**src/rtl/core/btb2l_pkg.sv**
```systemverilog
// Package for the two-level branch predictor with BTB.
// Holds the item and configuration types, the codes and the config helpers.
// No dependencies.
package btb2l_pkg;

    localparam int PC_W      = 32;
    localparam int TAG_MAX   = 30;
    localparam int TGT_BITS  = 30;
    localparam int HIST_KEEP = 8;
    localparam int MID_SHIFT = 16;
    localparam int STOR_W    = 15;
    localparam int CFG_W     = 5;
    localparam int CFG_IDX_W = 3;

    localparam logic [1:0] MODE_PREDICT = 2'd0;
    localparam logic [1:0] MODE_UPDATE  = 2'd1;
    localparam logic [1:0] MODE_CLEAR   = 2'd2;

    localparam logic [1:0] SHARE_NONE = 2'd0;
    localparam logic [1:0] SHARE_LOW  = 2'd1;
    localparam logic [1:0] SHARE_MID  = 2'd2;

    localparam logic [CFG_IDX_W-1:0] CFG_BTB_SIZE  = 3'd0;
    localparam logic [CFG_IDX_W-1:0] CFG_HIST_BITS = 3'd1;
    localparam logic [CFG_IDX_W-1:0] CFG_TAG_BITS  = 3'd2;
    localparam logic [CFG_IDX_W-1:0] CFG_CTR_INIT  = 3'd3;
    localparam logic [CFG_IDX_W-1:0] CFG_GLOB_HIST = 3'd4;
    localparam logic [CFG_IDX_W-1:0] CFG_GLOB_TBL  = 3'd5;
    localparam logic [CFG_IDX_W-1:0] CFG_SHARE     = 3'd6;

    typedef struct packed {
        logic [2:0] btb_size_log2;
        logic [3:0] history_bits;
        logic [4:0] tag_bits;
        logic [1:0] counter_init;
        logic       global_history_on;
        logic       global_table_on;
        logic [1:0] share_mode;
    } t_cfg;

    typedef struct packed {
        logic [1:0]         mode;
        logic [PC_W-1:0]    pc;
        logic [PC_W-1:0]    target;
        logic               taken;
        logic [PC_W-1:0]    pdst;
        logic [TAG_MAX-1:0] tag;
    } t_item;

    // saturate the BTB size to what the entry array holds
    function automatic logic [3:0] eff_log2(input t_cfg c, input logic [3:0] kmax);
        return ({1'b0, c.btb_size_log2} < kmax) ? {1'b0, c.btb_size_log2} : kmax;
    endfunction

    function automatic logic [3:0] eff_hist(input t_cfg c, input logic [3:0] hmax);
        logic [3:0] h;
        h = c.history_bits;
        if (h == 4'd0) h = 4'd1;
        else if (h > hmax) h = hmax;
        return h;
    endfunction

    function automatic logic [4:0] eff_tag(input t_cfg c);
        return (c.tag_bits > 5'(TAG_MAX)) ? 5'(TAG_MAX) : c.tag_bits;
    endfunction

    function automatic logic [1:0] eff_share(input t_cfg c);
        return (!c.global_table_on || c.share_mode > SHARE_MID) ? SHARE_NONE
                                                                : c.share_mode;
    endfunction

endpackage

```
**src/rtl/core/btb2l_queue.sv**
```systemverilog
// Two-entry queue between the front and the back part.
// Depends on btb2l_pkg.
module btb2l_queue import btb2l_pkg::*; (
    input  logic  i_clk,
    input  logic  i_rst_n,
    input  logic  i_push,
    input  t_item i_item,
    input  logic  i_pop,
    output logic  o_full,
    output logic  o_empty,
    output t_item o_head
);
    t_item      r_mem [2];
    logic       r_wp;
    logic       r_rp;
    logic [1:0] r_cnt;

    assign o_full  = (r_cnt == 2'd2);
    assign o_empty = (r_cnt == 2'd0);
    assign o_head  = r_mem[r_rp];

    always_ff @(posedge i_clk) begin
        if (i_push) r_mem[r_wp] <= i_item;
    end

    always_ff @(posedge i_clk) begin
        if (!i_rst_n) begin
            r_wp  <= 1'b0;
            r_rp  <= 1'b0;
            r_cnt <= 2'd0;
        end else begin
            if (i_push) r_wp <= ~r_wp;
            if (i_pop)  r_rp <= ~r_rp;
            r_cnt <= r_cnt + 2'(i_push) - 2'(i_pop);
        end
    end

endmodule

```
**config.mk**
```make
export PLATFORM = sky130hd
export DESIGN_NAME = btb2l_queue
export DESIGN_NICKNAME = d
export VERILOG_FILES = /design/src/rtl/core/btb2l_pkg.sv /design/src/rtl/core/btb2l_queue.sv
export SDC_FILE = /design/constraint.sdc
export NUM_CORES = 1
export LEC_CHECK = 0
export ABC_CLOCK_PERIOD_IN_PS = 17900
export BUFFER_PORTS_ARGS = -buffer_cell sky130_fd_sc_hd__clkbuf_2
export CAP_MARGIN = 10
export CORE_MARGIN = 5
export CORE_UTILIZATION = 58
export CTS_BUF_LIST = sky130_fd_sc_hd__clkbuf_4 sky130_fd_sc_hd__clkbuf_8
export DETAILED_ROUTE_END_ITERATION = 8
export PLACE_DENSITY = 0.95
export SYNTH_ARGS = -nofsm -noshare
export SYNTH_HDL_FRONTEND = slang
export SYNTH_SLANG_ARGS = --single-unit
```
**constraint.sdc**
```tcl
create_clock -name i_clk -period 17.9 [get_ports i_clk]
set_input_delay 3.58 -clock i_clk [delete_from_list [all_inputs] [get_ports i_clk]]
set_output_delay 3.58 -clock i_clk [all_outputs]
set_load 0.01 [all_outputs]
```
==> reports/metrics.yaml <==
synth_warnings: 0
synth_fa_ha_area_frac: 0.00261
grt_pass1_wl_mm: 29.8
finClkSkew_ns: 0.0165
cts_sinks: 263
areaGrowthSynthToFinish_pct: 23.5
dp_worst_setup_slack_ns: 12.00
post_cts_buffers: 0
synth_top_family_by_area: "multiplexers"
syn-cell-area_um2: 9580
clk_path_buf_depth: 3
drt_pass1_iterations: 4
postSynthCellCount: 422
power_density_nw_per_um2: 112
rows: 47
slew_headroom: 0.382
hold_start: "r_rp"
wire_per_inst_um: 20.0
reg2regPathDepth: 2
grt_usage: 0.198
via_count: 4997
maxCapViolCount: 0
routed_wirelength_mm: 19.3
die_w_um: 138
fin_crit_ns: 6.43
initial_utilization: 0.584
synth_compound_area_frac: 0.000784
layout-drive-gt1-share: 0.618
io_pins: 264
finalPower_w: 0.00133
clkTransAtPathRegs_ns: 0.06
grt_antenna_before_repair: 2
clk-insertion-delay-late_ns: 0.51
viasPerCell: 5.17
rsz0062_at_grt: "false"
min_period_over_period: 0.359
grt_max_degree: 70
avgSynthCellArea_um2: 22.7
drc: 0
htreeDepth: 2
fmax_mhz: 156
synth_top_cell_area_share: 0.809
final_max_slew_viol_count: 0
fin_util: 0.721
synth-xor-area-share: 0.00327
synth-simple-area-share: 0.00562
hold_viol: 0
synth.area.top_cells: "edfxtp_1 81%, mux2_2 15%, buf_6 1.5%, dfxtp_1 1.0%, and2_1 0.26%"
crit_type: "flop to output port"
grt_overflow: 0
core_area_um2: 16400
io_buffers: 263
ys_seq_area_frac: 0.819
tightest_slew_ns: 0.928
rrSetupSlack_ns: 15.48
fp.dieH_um: 138
drtIter0Drc: 185
setup_viol: 0
dp_hpwl_mm: 13.0
synth-seq-cells: 263
yosysTopAreaCell: "edfxtp_1"
cts_hold_buffers: 0
place.gp.congestion: 0.801
hold_class: "flop to flop"
worst_ep_arrival_time_ns: 2.85
r2r-end: "r_mem[1][16]"
cts-root-buf: "clkbuf_8"
status: "complete, no violations"
layout_common_cells: "263 x clkbuf_2, 258 x edfxtp_1, 129 x mux2_2"
layout_setup_ws_ns: 11.47
crit_path_start_kind: "flop"
synth_mux_area_frac: 0.152
dieArea_um2: 19200
cts-resized-gates: 0
nets: 853
first_global_vias: 5603
r2r-start: "r_wp"
final_common_cell: "clkbuf_2"
min_path_cells: 2
cts_buffers: 41
setup-tns-final_ns: 0
ys_types: 13
syn_nets: 557
endpoint_kind: "output port"
peakVddDrop_mv: 0.0747
leakage_nw: 4.54
antenna_left: 0
cp.required_ns: 14.32
crit_fanout: 66
tritoncts: "yes"
registers in the layout (all words and copies together), names as in the netlist, named ones only:
name / flops
r_rp: 1
r_cnt: 2
r_mem: 258
r_wp: 1
cells in the mapped netlist:
cell type and n:
nor2b_1 4, buf_2 1, nor2_1 1, and2_1 4, edfxtp_1 258, mux2_2 129
xnor3_1 1, inv_1 2, xor2_1 1, buf_6 13, o21a_1 1, dfxtp_1 5
ha_1 2
through the flow:
step / hold WS [ns] / cells / area (um^2)
finish: 0.608 / 967 / 11800
detailed placement: 0.596 / 895 / 11100
global route: 0.615 / 967 / 11800
CTS: 0.606 / 966 / 11800
floorplan: 0.555 / 422 / 9580
global placement: 0.571 / 895 / 11100
logic make-up (layout without fill, tap and decap cells):
group,after synthesis,count (layout)
flip-flops,263,263
multiplexers,129,129
buffers and inverters,16,340
AND/OR/NAND/NOR,9,9
adder cells (fa/ha/maj),2,2
XOR/XNOR,2,2
AO/OA/AOI/OAI,1,1
other,0,1
layout make-up:
cell class,instances,area [um^2]
tap,220,275
fill,968,4580
sequential,263,7850
antenna,1,2.50
clock inverter,15,88.8
timing repair buffer,267,1350
inverter,2,7.51
multi-input combinational,143,1580
clock buffer,56,677
power breakdown:
group / leakage [nW] / switching, W / internal [W] / total [W]
Sequential: 2.46 / 0.0000142 / 0.000713 / 0.000727
Combinational: 1.67 / 0.0000692 / 0.0000646 / 0.000134
Clock: 0.412 / 0.000209 / 0.000259 / 0.000467
critical path, cell delays in order, from the launching register on:
cell	delay (ns)
dfxtp_4	0.89
buf_4	0.76
mux2_2	0.43
clkbuf_2	0.13
how the worst max path moves through the flow:
| stage | startpoint | end | slack, ns |
|---|---|---|---|
| final | flop | o_head[93] | 11.47 |
| after global routing | flop | o_head[92] | 11.30 |
| after CTS | flop | o_head[104] | 11.41 |
| after detailed placement | flop | o_head[92] | 12.00 |
| after global placement | flop | o_head[92] | 12.07 |
| after floorplan | i_push | r_mem[0][0] | 8.06 |
metal layers:
layer,routed length (um),track usage,vias up,share of wire
met5,13,0,-,0.00067
met3,1500,0.0601,40,0.078
met1,7010,0.220,2454,0.36
met4,510,0.0889,2,0.026
li1,-,-,2276,-
met2,10300,0.350,225,0.53
Note: power is estimated with default switching activity, not from simulation.
