--- src/rtl/core/btb2l_pkg.sv ---
// Package for the two-level branch predictor with BTB.
// Holds the item and configuration types, the codes and the config helpers.
// No dependencies.
package btb2l_pkg;

    localparam int PC_W      = 32;
    localparam int TAG_MAX   = 30;
    localparam int TGT_BITS  = 30;
    localparam int HIST_KEEP = 8;
    localparam int MID_SHIFT = 16;
    localparam int STOR_W    = 15;
    localparam int CFG_W     = 5;
    localparam int CFG_IDX_W = 3;

    localparam logic [1:0] MODE_PREDICT = 2'd0;
    localparam logic [1:0] MODE_UPDATE  = 2'd1;
    localparam logic [1:0] MODE_CLEAR   = 2'd2;

    localparam logic [1:0] SHARE_NONE = 2'd0;
    localparam logic [1:0] SHARE_LOW  = 2'd1;
    localparam logic [1:0] SHARE_MID  = 2'd2;

    localparam logic [CFG_IDX_W-1:0] CFG_BTB_SIZE  = 3'd0;
    localparam logic [CFG_IDX_W-1:0] CFG_HIST_BITS = 3'd1;
    localparam logic [CFG_IDX_W-1:0] CFG_TAG_BITS  = 3'd2;
    localparam logic [CFG_IDX_W-1:0] CFG_CTR_INIT  = 3'd3;
    localparam logic [CFG_IDX_W-1:0] CFG_GLOB_HIST = 3'd4;
    localparam logic [CFG_IDX_W-1:0] CFG_GLOB_TBL  = 3'd5;
    localparam logic [CFG_IDX_W-1:0] CFG_SHARE     = 3'd6;

    typedef struct packed {
        logic [2:0] btb_size_log2;
        logic [3:0] history_bits;
        logic [4:0] tag_bits;
        logic [1:0] counter_init;
        logic       global_history_on;
        logic       global_table_on;
        logic [1:0] share_mode;
    } t_cfg;

    typedef struct packed {
        logic [1:0]         mode;
        logic [PC_W-1:0]    pc;
        logic [PC_W-1:0]    target;
        logic               taken;
        logic [PC_W-1:0]    pdst;
        logic [TAG_MAX-1:0] tag;
    } t_item;

    // saturate the BTB size to what the entry array holds
    function automatic logic [3:0] eff_log2(input t_cfg c, input logic [3:0] kmax);
        return ({1'b0, c.btb_size_log2} < kmax) ? {1'b0, c.btb_size_log2} : kmax;
    endfunction

    function automatic logic [3:0] eff_hist(input t_cfg c, input logic [3:0] hmax);
        logic [3:0] h;
        h = c.history_bits;
        if (h == 4'd0) h = 4'd1;
        else if (h > hmax) h = hmax;
        return h;
    endfunction

    function automatic logic [4:0] eff_tag(input t_cfg c);
        return (c.tag_bits > 5'(TAG_MAX)) ? 5'(TAG_MAX) : c.tag_bits;
    endfunction

    function automatic logic [1:0] eff_share(input t_cfg c);
        return (!c.global_table_on || c.share_mode > SHARE_MID) ? SHARE_NONE
                                                                : c.share_mode;
    endfunction

endpackage

--- src/rtl/core/btb2l_front.sv ---
// Front part: takes input items, derives the tag and packs them for the queue.
// Depends on btb2l_pkg.
module btb2l_front import btb2l_pkg::*; #(
    parameter int K_MAX = 5
) (
    input  logic            i_valid,
    input  logic [1:0]      i_mode,
    input  logic [PC_W-1:0] i_branch_pc,
    input  logic [PC_W-1:0] i_actual_target,
    input  logic            i_was_taken,
    input  logic [PC_W-1:0] i_predicted_dest,
    input  t_cfg            i_cfg,
    input  logic            i_q_full,
    output logic            o_stall,
    output logic            o_push,
    output t_item           o_item
);
    logic [3:0]         k;
    logic [4:0]         et;
    logic [TAG_MAX-1:0] tag_mask;
    logic [PC_W-1:0]    shifted;

    always_comb begin
        k  = eff_log2(i_cfg, 4'(K_MAX));
        et = eff_tag(i_cfg);
        for (int i = 0; i < TAG_MAX; i++) begin
            tag_mask[i] = (i < int'(et));
        end
        shifted = i_branch_pc >> (5'(k) + 5'd2);
    end

    assign o_stall        = i_q_full;
    assign o_push         = i_valid && !i_q_full;
    assign o_item.mode    = i_mode;
    assign o_item.pc      = i_branch_pc;
    assign o_item.target  = i_actual_target;
    assign o_item.taken   = i_was_taken;
    assign o_item.pdst    = i_predicted_dest;
    assign o_item.tag     = shifted[TAG_MAX-1:0] & tag_mask;

endmodule

--- config.mk ---
export PLATFORM = sky130hd
export DESIGN_NAME = btb2l_front
export DESIGN_NICKNAME = d
export VERILOG_FILES = /design/src/rtl/core/btb2l_pkg.sv /design/src/rtl/core/btb2l_front.sv
export SDC_FILE = /design/constraint.sdc
export NUM_CORES = 1
export LEC_CHECK = 0
export ABC_AREA = 1
export BUFFER_PORTS_ARGS = -buffer_cell sky130_fd_sc_hd__buf_2
export CORE_AREA = 2 2 96 98
export DETAILED_ROUTE_END_ITERATION = 8
export DIE_AREA = 0 0 98 100
export PLACE_DENSITY = 0.69
export RECOVER_POWER = 50
export SLEW_MARGIN = 40
export SYNTH_ARGS = -nofsm -noshare
export SYNTH_HDL_FRONTEND = slang
export SYNTH_SLANG_ARGS = --single-unit
--- constraint.sdc ---
create_clock -name vclk -period 1.7
set_input_delay 0.17 -clock vclk [all_inputs]
set_output_delay 0.17 -clock vclk [all_outputs]
set_load 0.005 [all_outputs]
==> results of run 1 <==
==> layout make-up <==
cell class | instances | share of cell area
timing repair buffer | 117 | 0.263
multi-input combinational | 324 | 0.549
tap | 111 | 0.0542
inverter | 92 | 0.135
==> metal layers <==
layer  vias up  routed length, um
li1       1530                  -
met1      1213               3170
met3        14                606
met5         -                  0
met4         0                102
met2       131               3660
==> cell usage in the layout (no fill, tap or decap) <==
cell | netlist | final
nor2_1 | 14 | 14
clkinv_1 | 7 | 7
nand3b_1 | 1 | 1
buf_2 | 4 | 102
o21bai_1 | 1 | 1
buf_4 | 100 | 11
a21boi_1 | 1 | 1
a21oi_4 | 1 | 1
buf_12 | 0 | 4
nand3_1 | 104 | 104
inv_2 | 17 | 17
nor2_2 | 1 | 1
a21o_1 | 1 | 1
nand2_2 | 1 | 1
nor3_1 | 4 | 4
o21ai_0 | 9 | 9
a21oi_1 | 5 | 5
inv_1 | 68 | 68
a21oi_2 | 1 | 1
nand2_1 | 180 | 180
==> per-stage QoR <==
step	instance area (sq um)	utilization
3_3_place_gp	2560	0.288
2_1_floorplan	2720	-
5_1_grt	2560	0.288
4_1_cts	2560	0.288
3_5_place_dp	2560	0.288
6_report	2560	0.288
==> synth_stat cells (2+ instances only) <==
cell,n,share of area
buf_1,2,0.0028
buf_6,16,0.066
o21ai_0,9,0.017
a21oi_1,5,0.0092
nor2_1,14,0.019
buf_4,100,0.28
clkinv_1,7,0.0097
buf_2,4,0.0074
nor3_1,4,0.0074
inv_2,17,0.023
nand2_1,180,0.25
inv_1,68,0.094
nand3_1,104,0.19
==> power by group <==
group | switching, uW | internal (uW)
sequential | 0 | 0
combinational | 424 | 289
clock | 0 | 0
==> cell families (layout without fill, tap and decap cells) <==
kind of cell,after synthesis,in the layout,synth area share
AND/OR/NAND/NOR,305,305,0.474
buffers and inverters,216,209,0.483
AO/OA/AOI/OAI,19,19,0.0433
==> final timing paths <==
path,start,to,slack [ps],depth (start not counted)
max,i_cfg[16],o_item[5],160,9
min,i_predicted_dest[4],o_item[34],340,0
==> critical path, cell delays in order <==
cell and delay (ps):
buf_2 230, a21o_1 270, buf_4 200, nand2_1 90, nand3_1 80, nand3_1 90
nand2_1 80, inv_1 40, buf_2 110
==> results_dict.tcl, run 1 <==
set metrics [dict create \
    grt_util_met2 0.254 \
    met3_usage 0.0202 \
    drtPass1Iterations 4 \
    rsz0062_at_grt "false" \
    min_path_type "input port to primary output" \
    status "finished clean" \
    seqCellArea_sq_um 0 \
    grt_overflow 0 \
    busiest_layer "met2" \
    port_buffers 102 \
    fp.dieW_um 98 \
    syn_avg_cell_area_sq_um 5.03 \
    cts.repair.resized 0 \
    core_area_sq_um 8890 \
    required_ps 1530 \
    slew_viol_final 0 \
    wl_mm 7.54 \
    dieArea_sq_um 9800 \
    cts_hold_buf 0 \
    layout_setup_ws_ps 161 \
    netlist_instances 540 \
    setup_viol 0 \
    hold_slack_ps 340 \
    crit_fanout 9 \
    seq_cell_count 0 \
    synth_cell_types 23 \
    place_congestion 0.860 \
    num_rows 35 \
    critPathLaunchType "input port" \
    syn_area_sq_um 2720 \
    hold_viol 0 \
    fin_cells 644 \
    antenna_found_initial 0 \
    ant_nets 0 \
    cp-end-kind "primary output" \
    syn_nets 659 \
    arrival_ps 1370 \
    fmax_mhz 650 \
    cts_setup_buffers 0 \
    route.detailed.drc 0 \
    grt_pass1_vias 2523 \
    slew_headroom 0.810 \
    track_usage 0.142 \
    dp.final_hpwl_mm 6.36 \
    power_density_nw_per_um2 278 \
    area_growth_pct -5.71 \
    vdd_ir_drop_max_mv 0.0644 \
    yosysSeqAreaShare 0 \
    routed_via_density 4.48 \
    grt_max_degree 32 \
    initial_core_util 0.306 \
    via_count 2888 \
    insertedDiodeCount 0 \
    wl_per_cell_um 11.7 \
    die_h_um 100 \
    ys_warn_count 0 \
    worst_pin_slew_ps 283 \
    fin_nets 654 \
    dp.cells 644 \
    use_met1 0.183 \
    grt_pass1_wl_mm 11.8 \
    min_period_ps 1540 \
    num-fill-cells 1090 \
    io_pins 250 \
    fin_crit_sh 0.905 \
    setup_tns_ps 0 \
    worstSetupPathType "input port to primary output" \
    drt_iter0_markers 167 \
    leakage_uw 0.00175 \
    dpl_worst_slack_ps 150 \
    multi_input_area_sq_um 1410 \
    n_clock_buffer 0 \
    power.total_uw 712 \
    final_layout_size_suffix_gt1_frac 0.259 \
    maxCapViolations 0 \
]
No activity file was read; power rests on OpenSTA's default activity.
==> run 2: changes to the inputs <==
PLACE_DENSITY = 0.66   (was 0.69)
==> run 2 against run 1 <==
Via count is 1.4% higher; largest power group unchanged; global-route usage is 0.35 points lower; critical endpoint is now o_item[27]; setup slack better by 0.64 ps; routed wire length decreased by 0.80%; design area shrank 0.78%; worst hold slack unchanged; utilization down 0.23 points; non-clock buffer count shrank 1.
==> results_dict.tcl, run 2 (synthesized netlist as in run 1, its figures left out) <==
set metrics [dict create \
    min_path_type "input port to primary output" \
    dp.final_hpwl_mm 6.27 \
    fin_nets 653 \
    port_buffers 102 \
    seqCellArea_sq_um 0 \
    grt_max_degree 45 \
    fmax_mhz 650 \
    arrival_ps 1370 \
    antenna_found_initial 1 \
    cp-end-kind "primary output" \
    hold_slack_ps 340 \
    cts_setup_buffers 0 \
    ant_nets 0 \
    fin_crit_sh 0.905 \
    track_usage 0.139 \
    setup_tns_ps 0 \
    num-fill-cells 1062 \
    insertedDiodeCount 0 \
    via_count 2929 \
    critPathLaunchType "input port" \
    power_density_nw_per_um2 277 \
    die_h_um 100 \
    vdd_ir_drop_max_mv 0.0736 \
    cpPeakStageDelay_ps 220 \
    worstSetupPathType "input port to primary output" \
    dieArea_sq_um 9800 \
    hold_viol 0 \
    wl_mm 7.48 \
    drtPass1Iterations 5 \
    routed_via_density 4.56 \
    initial_core_util 0.306 \
    leakage_uw 0.00174 \
    setup_viol 0 \
    wl_per_cell_um 11.6 \
    final_common_cell "nand2_1" \
    grt_pass1_vias 2467 \
    post-route-util 0.286 \
    worst_pin_slew_ps 290 \
    io_pins 250 \
    core_area_sq_um 8890 \
    fp.dieW_um 98 \
    status "finished clean" \
    rsz0062_at_grt "false" \
    crit_top_cell "buf_2" \
    final_cell_mix "nand2_1, nand3_1, buf_2" \
    slowest_stage "buf_4" \
    layout_setup_ws_ps 162 \
    n_clock_buffer 0 \
    slew_headroom 0.805 \
    hold_depth 0 \
    dp.cells 643 \
    min_period_ps 1540 \
    maxCapViolations 0 \
    area_growth_pct -6.44 \
    fin_cells 643 \
    cts_hold_buf 0 \
    required_ps 1530 \
    final_layout_size_suffix_gt1_frac 0.258 \
    timing.critical_path.cells "buf_2 > nor2_1 > o21bai_1 > buf_4 > nand3_1 > a21boi_1 > buf_2" \
    drt_iter0_markers 150 \
    dpl_worst_slack_ps 182 \
    num_rows 35 \
    grt_overflow 0 \
    slew_viol_final 0 \
    crit_fanout 8 \
    grt_pass1_wl_mm 11.6 \
    cts.repair.resized 0 \
    seq_cell_count 0 \
    place_congestion 0.872 \
    route.detailed.drc 0 \
]
## run 2: area by class of cell
type	count	area (sq um)	share of cell area
inverters	92	345	0.136
well taps	111	139	0.0546
multi-input cells	324	1410	0.553
repair buffers	116	653	0.257
## run 2: worst paths after layout
| check | end | from |
|---|---|---|
| max | o_item[27] | i_cfg[16] |
| min | o_item[128] | i_mode[1] |
## run 2: worst max-delay path: cells and delay by family
kind,cells,cell delay (ps)
AOI/OAI and AO/OA,2,420
buffers and inverters,3,580
and+or+nand+nor,2,200
## run 2: metrics by stage
stage          total power (uW)  area (sq um)
3_5_place_dp                707          2540
2_1_floorplan               644          2720
5_1_grt                     805          2540
4_1_cts                     710          2540
3_3_place_gp                706          2540
6_report                    704          2540
## run 2: routing by layer
| layer | part of all wire | track usage | vias up | wire length, um |
|---|---|---|---|---|
| li1 | - | - | 1530 | - |
| met1 | 0.41 | 0.179 | 1240 | 3090 |
| met2 | 0.48 | 0.253 | 147 | 3620 |
| met3 | 0.092 | 0.0202 | 10 | 686 |
| met4 | 0.010 | 0.0160 | 2 | 75 |
| met5 | 0.00094 | 0 | - | 7 |
## run 2: where the power goes
group	internal [uW]	switching, uW
combinational	283	421
sequential	0	0
clock	0	0
total	283	421
==> run 3: changes to the inputs <==
GPL_TIMING_DRIVEN = 1   (was unset)
PLACE_DENSITY = 0.69   (was 0.66)
clock period = 1.3 ns   (was 1.7 ns; I/O delays follow)
==> run 3 against run 2 <==
The flow now finishes with violations (negative setup slack); power rose by 71%; global-route usage rose by 1.3 points; critical path depth rose by 2; die area did not move; utilization rose by 7.2 points; sequential share of layout area did not move; routed wire length rose by 21%; highest routed layer is now met4; combinational power rose by 72%; count of clock-buffer cells in the layout did not move; critical path type unchanged; via count rose by 11%; non-clock buffer count rose by 27; design area rose by 25%.
==> results_dict.tcl, run 3 (synthesized netlist as in run 1, its figures left out) <==
set metrics [dict create \
    initial_core_util 0.306 \
    core_area_sq_um 8890 \
    rsz0062_at_grt "true" \
    critPathTopFamily "buffers and inverters" \
    cp-end-kind "primary output" \
    cts_hold_buf 0 \
    dp.final_hpwl_mm 6.52 \
    layout_setup_ws_ps -41.1 \
    seq_power_share 0 \
    final_layout_size_suffix_gt1_frac 0.413 \
    power_frac_comb 1.000 \
    antenna_found_initial 0 \
    insertedDiodeCount 0 \
    final_common_cell "nand2_1" \
    port_buffers 102 \
    maxCapViolations 0 \
    slowest_stage "a21o_4" \
    min_path_type "input port to primary output" \
    fmax_mhz 746 \
    required_ps 1170 \
    n_clock_buffer 0 \
    post-route-util 0.358 \
    power.total_uw 1210 \
    critPathLaunchType "input port" \
    io_pins 250 \
    die_h_um 100 \
    dieArea_sq_um 9800 \
    fp.dieW_um 98 \
    drt_iter0_markers 342 \
    power_density_nw_per_um2 379 \
    critPathBufInv 4 \
    wl_mm 9.07 \
    leakage_uw 0.00200 \
    route.detailed.drc 0 \
    ant_nets 0 \
    slew_viol_final 0 \
    worst_pin_slew_ps 256 \
    final_cell_area_sq_um 3180 \
    p_clk_frac 0 \
    routed_via_density 4.87 \
    wl_per_cell_um 13.5 \
    via_count 3263 \
    track_usage 0.152 \
    status "finished, violations left" \
    fin_crit_sh 1.03 \
    min_period_ps 1340 \
    cpPeakStageDelay_ps 280 \
    seqCellArea_sq_um 0 \
    timing.critical_path.cells "buf_6 > a21o_4 > clkbuf_16 > nand2_1 > nand3_1 > nand3_1 > nand2_1 > inv_1 > buf_2" \
    arrival_ps 1210 \
    fin_nets 680 \
    setup_viol 6 \
    grt_pass1_wl_mm 12.6 \
    num_rows 35 \
    place_area_sq_um 2660 \
    violations "negative setup slack" \
    seq_cell_count 0 \
    switching_share 0.562 \
    grt_overflow 0 \
    worstSetupPathType "input port to primary output" \
    switchingPower_uw 678 \
    final_cell_mix "nand2_1, buf_2, nand3_1" \
    slew_headroom 0.828 \
    grt_max_degree 23 \
    area_growth_pct 17.0 \
    place_congestion 0.900 \
    hold_viol 0 \
    p_int_uw 529 \
    crit_fanout 11 \
    grt_pass1_vias 2720 \
    vdd_ir_drop_max_mv 0.0937 \
    drtPass1Iterations 5 \
]
## run 3: area by class of cell
cell class / instances / area [sq um]
Fill cell: 972 / 5710
Tap cell: 111 / 139
Inverter: 92 / 349
Multi-Input combinational cell: 324 / 1660
Timing Repair Buffer: 143 / 1030
## run 3: path summary, 6_finish.rpt
check	startpoint	to	cells after the start	slack [ps]
max	i_cfg[17]	o_item[6]	9	-40
min	i_predicted_dest[4]	o_item[34]	0	260
## run 3: power by group through the flow
stage                     combinational (uW)  clock [uW]  sequential, uW
after floorplan                          842           0               0
after global placement                   960           0               0
after global routing                    1330           0               0
after CTS                               1070           0               0
after detailed placement                 964           0               0
final                                   1210           0               0
## run 3: metrics by stage
stage,hold WS [ps],setup TNS (ps),setup slack [ps],cells
6_report,260,-118,-41.1,670
5_1_grt,260,-1390,-89.2,670
4_1_cts,260,-453,-42.8,664
3_5_place_dp,260,-1470,-86.0,658
3_3_place_gp,260,-1310,-92.3,658
2_1_floorplan,291,0,191,540
## run 3: metal layers
metal	share of wire	vias up	global-route usage
met5	0	-	0
li1	-	1587	-
met1	0.38	1451	0.182
met2	0.50	194	0.286
met4	0.026	0	0.0321
met3	0.090	31	0.0223
## run 3: timing repair
item,CTS,global route
gates resized for setup,25,75
cloned,3,6
pin swaps,6,17
setup endpoints to repair,29,29
buffers inserted,3,2
